`src/rtl/core/correlating_branch_predictor_top_macros.svh`:
```
// Assertion helpers for the correlating branch predictor.
`ifndef CORRELATING_BRANCH_PREDICTOR_TOP_MACROS_SVH
`define CORRELATING_BRANCH_PREDICTOR_TOP_MACROS_SVH

// Checked only outside reset.
`define CBP_ASSERT(lbl, prop, msg) \
  lbl: assert property (@(posedge clk) disable iff (rst) prop) else $error(msg);

// Checked at every edge, reset included.
`define CBP_ASSERT_ALWAYS(lbl, prop, msg) \
  lbl: assert property (@(posedge clk) prop) else $error(msg);

`endif

```
`src/rtl/core/cbp_pkg.sv`:
```
`timescale 1ns / 1ps

package cbp_pkg;

  typedef struct packed {
    logic clear;   // table clearing sweep active
    logic load;    // branch transfer: capture inputs, read table entry
    logic update;  // write back entry, bump counters, shift history
  } cbp_cmd_t;

  typedef struct packed {
    logic clear_last;  // sweep is at the last table entry
  } cbp_status_t;

endpackage

```
`src/rtl/core/cbp_ctrl.sv`:
```
`timescale 1ns / 1ps
`include "correlating_branch_predictor_top_macros.svh"

module cbp_ctrl
  import cbp_pkg::*;
(
  input  logic        clk,
  input  logic        rst,
  input  logic        start,
  input  cbp_status_t status,
  output cbp_cmd_t    cmd,
  output logic        busy
);

  typedef enum logic [2:0] {
    ST_CLEAR  = 3'b001,
    ST_IDLE   = 3'b010,
    ST_UPDATE = 3'b100
  } state_t;

  state_t state, state_next;

  always_ff @(posedge clk) begin
    if (rst) begin
      state <= ST_CLEAR;
    end else begin
      state <= state_next;
    end
  end

  always_comb begin
    state_next = state;
    case (state)
      ST_CLEAR: begin
        if (status.clear_last) state_next = ST_IDLE;
      end
      ST_IDLE: begin
        if (start) state_next = ST_UPDATE;
      end
      ST_UPDATE: begin
        state_next = ST_IDLE;
      end
      default: begin
        state_next = ST_CLEAR;
      end
    endcase
  end

  assign cmd.clear  = (state == ST_CLEAR);
  assign cmd.load   = (state == ST_IDLE) && start;
  assign cmd.update = (state == ST_UPDATE);
  assign busy       = (state != ST_IDLE);

  `CBP_ASSERT(a_load_then_update, cmd.load |=> cmd.update && busy, "load not followed by update")
  `CBP_ASSERT(a_update_one_cycle, cmd.update |=> !cmd.update && !cmd.clear,
              "update lasted more than one cycle")
  `CBP_ASSERT_ALWAYS(a_reset_clears, rst |=> cmd.clear, "no clearing sweep after reset")

endmodule

```
`config.mk`:
```
export PLATFORM = sky130hd
export DESIGN_NAME = cbp_ctrl
export DESIGN_NICKNAME = d
export VERILOG_FILES = /design/src/rtl/core/cbp_pkg.sv /design/src/rtl/core/cbp_ctrl.sv
export VERILOG_INCLUDE_DIRS = /design/src /design/src/rtl/core
export SDC_FILE = /design/constraint.sdc
export NUM_CORES = 1
export LEC_CHECK = 0
export BUFFER_PORTS_ARGS = -buffer_cell sky130_fd_sc_hd__buf_4
export CORE_AREA = 2 2 39 41
export DETAILED_ROUTE_END_ITERATION = 10
export DIE_AREA = 0 0 41 43
export RECOVER_POWER = 50
export SYNTH_ARGS = -nofsm -noshare
export SYNTH_HDL_FRONTEND = slang
export SYNTH_SLANG_ARGS = --single-unit
```
`constraint.sdc`:
```
create_clock -name clk -period 1.6 [get_ports clk]
set_clock_uncertainty 0.1 [all_clocks]
set_input_delay 0.32 -clock clk [delete_from_list [all_inputs] [get_ports clk]]
set_output_delay 0.32 -clock clk [all_outputs]
set_load 0.02 [all_outputs]
```
# --- After elaboration in Yosys (flattened, before gate mapping) ---
# Index checks and enable logic that the tools add are counted.
classes:
  n_eq_ne: 6
  mux: 3
  reduce_logical: 2
op_table:
  columns: ["operator", "n"]
  rows:
  - ["one-hot mux 3 bit (3 select lines)", 1]
  - ["two-way mux 3 bit", 2]
  - ["inequality test 2 bit (second input constant)", 2]
  - ["equality test 3 x 1 -> 1 bit (second input constant)", 1]
  - ["equality test 3 x 2 -> 1 bit (second input constant)", 1]
  - ["equality test 3 bit (second input constant)", 1]
  - ["inequality test 3 x 2 -> 1 bit (second input constant)", 1]
  - ["AND reduction 2 bit", 1]
  - ["logical AND 1 bit", 1]
word_totals:
  register_bits: 3
  out_inout_bits: 4
  word_cells: 12

# --- Longest topological paths before layout ---
# Gate-level depths: netlist of run 1.
logic_depth:
  depth_word: 3
  depth_mapped: 2

# --- Worst setup path after synthesis of run 1 ---
# OpenSTA, ideal clock, no wires.
synth_timing:
  path_kind: "reg2out"
  start: "reg state[0]"
  end: "out cmd[2] (netlist bit)"
  t_arrival_ns: 0.895
  required_ns: 1.180
  slack_ns: 0.285
  stages_incl_launch_ff: 2
  path_cell_list: "dfxtp_1 nor3b_1"
synth_rtl:
  columns: ["element", "line_no", "rtl"]
  rows:
  - ["from (decl)", "cbp_ctrl.sv:21", "state_t state, state_next;"]
  - ["from (signal assigned)", "cbp_ctrl.sv:27", "state <= state_next;"]
  - ["to (decl)", "cbp_ctrl.sv:11", "output cbp_cmd_t cmd,"]

# --- Worst setup path after layout of run 1 ---
layout_timing:
  start: "reg state[2]"
  end: "out busy"
layout_between:
  elab_chain_len: 1
layout_lines:
  columns: ["element", "line_no", "rtl"]
  rows:
  - ["inequality test 3 x 2 -> 1 bit", "cbp_ctrl.sv:52", "assign busy = (state != ST_IDLE);"]
  - ["to (decl)", "cbp_ctrl.sv:12", "output logic busy"]
# Every way passes these cells.

==> results of run 1 <==
==> cell families after synthesis <==
| kind of cell | Yosys count | share of synthesized area |
|---|---|---|
| AOI/OAI and AO/OA | 2 | 0.104 |
| buffers and inverters | 1 | 0.0261 |
| DFF | 3 | 0.417 |
| and+or+nand+nor | 7 | 0.452 |
==> synthesized netlist by cell type <==
cell type and count:
nor3b_1 1, a31oi_1 1, dfxtp_1 3, nand4bb_1 1
a31o_2 1, inv_1 1, and4bb_2 1, or4b_1 1
nor2b_1 1, or3b_1 2
==> metal layers <==
| metal | vias to the layer above | track usage | wire length, um | share of wire |
|---|---|---|---|---|
| met5 | - | 0 | 0 | 0 |
| met4 | 0 | 0.0400 | 0 | 0 |
| met3 | 0 | 0.0471 | 32 | 0.094 |
| met2 | 5 | 0.0625 | 151 | 0.44 |
| met1 | 63 | 0.0671 | 157 | 0.46 |
| li1 | 73 | - | - | - |
==> power groups by stage <==
stage	Clock, mW	Sequential (mW)	Combinational, mW
CTS	0.138	0.0844	0.0302
finish	0.129	0.0828	0.0293
global route	0.152	0.0833	0.0326
detailed placement	0	0.0848	0.0299
global placement	0	0.0846	0.0298
floorplan	0	0.0835	0.0154
==> metrics by stage <==
step                hold WS, ps  utilization
finish                      159        0.184
global route                163        0.184
CTS                         156        0.179
detailed placement          409        0.156
global placement            409        0.156
floorplan                   289            -
==> final cells by class <==
cell class,instances,area share
clock buffers,4,0.103
inverters,1,0.0148
multi-input cells,9,0.325
flip-flops and latches,3,0.256
well taps,16,0.0788
repair buffers,7,0.222
==> worst max path at each step <==
stage,from,end
after floorplan,state[0]$_SDFFE_PP1P_,cmd[2]
after global placement,state[2]$_SDFFE_PP0P_,cmd[0]
after detailed placement,state[2]$_SDFFE_PP0P_,cmd[0]
after CTS,state[2]$_SDFFE_PP0P_,cmd[0]
after global routing,state[2]$_SDFFE_PP0P_,busy
final,state[2]$_SDFFE_PP0P_,busy
==> worst max-delay path, stage by stage (launching register included) <==
cell     delay (ps)
dfxtp_4         340
or3b_1          390
buf_4           170
==> what timing repair did <==
action | CTS | global route
resized for setup | 3 | 3
gates cloned | 0 | 0
endpoints found under the setup margin | 1 | 2
endpoints found under the hold margin | 0 | 0
==> impl_metrics.json, run 1 <==
{
  "outcome": "finished clean",
  "min_to": "state[2]$_SDFFE_PP0P_",
  "cts_hold_buf": 0,
  "clk_pin_slew_ps": 40,
  "grtUsageTotal": 0.0561,
  "drv_slew": 0,
  "synth_seq_cells": 3,
  "crit_arrival_ps": 1130,
  "multi_input_area_um2": 82.6,
  "p_sw_uw": 53.0,
  "end_kind": "output port",
  "cts_buffer_depth": 2,
  "power_density_nw_per_um2": 950,
  "combPwrFrac": 0.121,
  "setup_viol_count_final": 0,
  "yosysWarningCount": 0,
  "syn_area_um2": 144,
  "path_max_fanout": 6,
  "via_per_inst": 3.53,
  "firstDrtPassIters": 1,
  "vdd_drop_max_uv": 302,
  "syn_nets": 17,
  "cts_setup_buffers": 0,
  "grt_first_pass_wirelength_um": 600,
  "fin_cells": 40,
  "yosysTopAreaCell": "dfxtp_1",
  "largest-register": "state",
  "reg2reg_depth": 2,
  "p_int_uw": 188,
  "switching_share": 0.220,
  "grt_pass1_vias": 141,
  "h-tree-depth": 1,
  "synth_cells": 13,
  "fmax_mhz": 644,
  "pin_count": 8,
  "slew_headroom": 0.877,
  "die_w_um": 41,
  "tns_ps": 0,
  "port_buffers": 7,
  "reg_top3": "state (3)",
  "cp-start-kind": "flip-flop",
  "numCtsBuffers": 3,
  "antenna_found_initial": 0,
  "drt-total-wl_um": 341,
  "ant_nets": 0,
  "rsz0062_at_grt": "true",
  "placed_cells": 36,
  "syn2layout_area_growth_pct": 76.5,
  "leakagePower_nw": 0.103,
  "final_cell_mix": "6 x buf_4, 3 x clkbuf_4",
  "dp_slack_ps": 212,
  "start_util": 0.104,
  "post-route-cell-area_um2": 254,
  "reg2reg_from": "state[2]$_SDFFE_PP0P_",
  "largest_reg_flops": 3,
  "diodes": 0,
  "cts.sinks": 3,
  "grt_max_degree": 7,
  "register_area_um2": 65.1,
  "wl_per_cell_um": 8.53,
  "vias": 141,
  "hold_start": "rst",
  "r2r-end": "state[1]$_SDFFE_PP0P_",
  "synth_top_area_share": 0.417,
  "max_slew.worst_pin.slew_ps": 184,
  "rrSetupSlack_ps": 350,
  "fin_ws_ps": 47.1,
  "placed_area_um2": 216,
  "p_clk_frac": 0.535,
  "synth_area_per_cell_um2": 11.1,
  "place_congestion": 0.631,
  "finalCriticalPeriod_ps": 1550,
  "drt_drc_violations_left": 0,
  "hold_viol": 0,
  "ys_seq_area_frac": 0.417,
  "synth_area_leaders": "dfxtp_1 42%, or3b_1 12%, and4bb_2 8.7%",
  "cap_violations": 0,
  "die_h_um": 43,
  "cp_data_required_time_ps": 1180,
  "fillers": 156,
  "hold_path.class": "input pin to flip-flop",
  "fin_nets": 29,
  "crit_type": "flip-flop to output port",
  "fp.dieArea_um2": 1760,
  "insertion_delay_ps": 230,
  "gr-total-overflow": 0,
  "core_um2": 1380,
  "layout_commonest_cell": "buf_4",
  "finalCritPeriodShare": 0.971,
  "num_rows": 14,
  "synth.distinct_cells": 10,
  "drive_gt1_frac": 0.667,
  "tritoncts": "yes",
  "seq_power_share": 0.343,
  "drtIter0Drc": 0,
  "clk_root_buffer_cell": "clkbuf_4",
  "holdPathStages": 2,
  "fin_total_pwr_uw": 241
}
(Power assumes the default switching activity.)
==> run 2: changes to the inputs <==
--- a/config.mk
+++ b/config.mk
@@ -11,6 +11,7 @@
 export DETAILED_ROUTE_END_ITERATION = 10
 export DIE_AREA = 0 0 41 43
 export RECOVER_POWER = 50
+export SETUP_SLACK_MARGIN = 0.4
 export SYNTH_ARGS = -nofsm -noshare
 export SYNTH_HDL_FRONTEND = slang
 export SYNTH_SLANG_ARGS = --single-unit
==> impl_metrics.json, run 2 (same netlist as run 1, synthesis figures left out) <==
{
  "h-tree-depth": 1,
  "drv_slew": 0,
  "vdd_drop_max_uv": 421,
  "finalCriticalPeriod_ps": 1550,
  "die_w_um": 41,
  "final_util": 0.228,
  "clk_root_buffer_cell": "clkbuf_4",
  "hold_path.class": "input pin to flip-flop",
  "tritoncts": "yes",
  "num_rows": 14,
  "fin_nets": 34,
  "start_util": 0.104,
  "post-route-cell-area_um2": 315,
  "cts.sinks": 3,
  "setup_viol_count_final": 0,
  "die_h_um": 43,
  "outcome": "finished clean",
  "hold_viol": 0,
  "largest_reg_flops": 3,
  "drt-total-wl_um": 453,
  "antenna_found_initial": 0,
  "clk_pin_slew_ps": 40,
  "reg_top3": "state (3)",
  "ant_nets": 0,
  "max_slew.worst_pin.slew_ps": 144,
  "finalCritPeriodShare": 0.970,
  "grt_first_pass_wirelength_um": 759,
  "grtUsageTotal": 0.0681,
  "core_um2": 1380,
  "via_per_inst": 3.64,
  "layout_commonest_cell": "buf_4",
  "fp.dieArea_um2": 1760,
  "grt_pass1_vias": 178,
  "placed_area_um2": 224,
  "path_max_fanout": 5,
  "numCtsBuffers": 3,
  "drive_gt1_frac": 0.793,
  "firstDrtPassIters": 2,
  "cp-start-kind": "flip-flop",
  "drt_drc_violations_left": 0,
  "leakagePower_nw": 0.133,
  "vias": 164,
  "grt_max_degree": 6,
  "drtIter0Drc": 2,
  "crit_type": "flip-flop to output port",
  "tns_ps": 0,
  "cts_buffer_depth": 2,
  "cp_data_required_time_ps": 1180,
  "cap_violations": 0,
  "diodes": 0,
  "place_congestion": 0.633,
  "insertion_delay_ps": 230,
  "fin_hold_ws_ps": 160,
  "port_buffers": 7,
  "largest-register": "state",
  "final_cell_mix": "7 x buf_4, 5 x buf_6, 3 x clkbuf_4",
  "cts_hold_buf": 0,
  "fmax_mhz": 645,
  "syn2layout_area_growth_pct": 119,
  "pin_count": 8,
  "power_density_nw_per_um2": 826,
  "wl_per_cell_um": 10.1,
  "slew_headroom": 0.904,
  "fillers": 150,
  "gr-total-overflow": 0,
  "rsz0062_at_grt": "true",
  "crit_arrival_ps": 1130,
  "end_kind": "output port"
}
-- run 2: cell count changes in the layout (fill, tap and decap cells not counted) --
cell	previous run	this run
nor3b_1	1	0
inv_4	0	1
buf_6	1	5
buf_4	6	7
nor3b_2	0	1
dfxtp_2	1	2
dfxtp_1	1	0
inv_2	1	0
-- run 2: worst max-delay path, stage by stage, from the launching register on --
cell and delay (ps):
dfxtp_4 340, or3b_4 390, inv_4 60, buf_6 100
-- run 2: final timing paths --
path                           endpoint  slack, ps             startpoint  cells past startpoint
setup / recovery                 cmd[0]         50  state[0]$_SDFFE_PP1P_                      3
hold / removal    state[2]$_SDFFE_PP0P_        160                    rst                      2
setup reg to reg  state[0]$_SDFFE_PP1P_        280  state[0]$_SDFFE_PP1P_                      3
hold reg to reg   state[0]$_SDFFE_PP1P_        530  state[2]$_SDFFE_PP0P_                      2
-- run 2: report_power, final --
part | switching (mW) | leakage (nW) | internal, mW | total [mW]
Clock | 0.0400 | 0.0150 | 0.0935 | 0.134
Sequential | 0.00380 | 0.0255 | 0.0794 | 0.0832
Combinational | 0.0169 | 0.0924 | 0.0269 | 0.0439
Total | 0.0608 | 0.133 | 0.200 | 0.261
-- run 2: area by class of cell --
class | count | area [um^2] | area share
Tap cell | 16 | 20.0 | 0.0635
Inverter | 1 | 6.26 | 0.0198
Timing Repair Buffer | 12 | 109 | 0.345
Sequential cell | 3 | 66.3 | 0.210
Clock buffer | 4 | 26.3 | 0.0833
Multi-Input combinational cell | 9 | 87.6 | 0.278
-- run 2: per-layer routing --
layer	wire (um)	part of all wire	vias up	track usage
li1	-	-	84	-
met1	209	0.46	72	0.0863
met2	188	0.42	8	0.0781
met3	55	0.12	0	0.0366
met4	0	0	0	0.0600
met5	0	0	-	0
-- run 2: through the flow --
step | worst slack (ps) | power, mW | cells
2_1_floorplan | 311 | 0.0997 | 13
3_3_place_gp | 250 | 0.116 | 36
3_5_place_dp | 248 | 0.115 | 36
4_1_cts | 35.7 | 0.269 | 45
5_1_grt | 11.3 | 0.281 | 45
6_report | 48.8 | 0.261 | 45
-- run 2: what timing repair did --
action | in CTS | in global routing
setup buffers | 5 | 0
pin swaps | 2 | 4
setup endpoints to repair | 5 | 6
resized for setup | 7 | 1
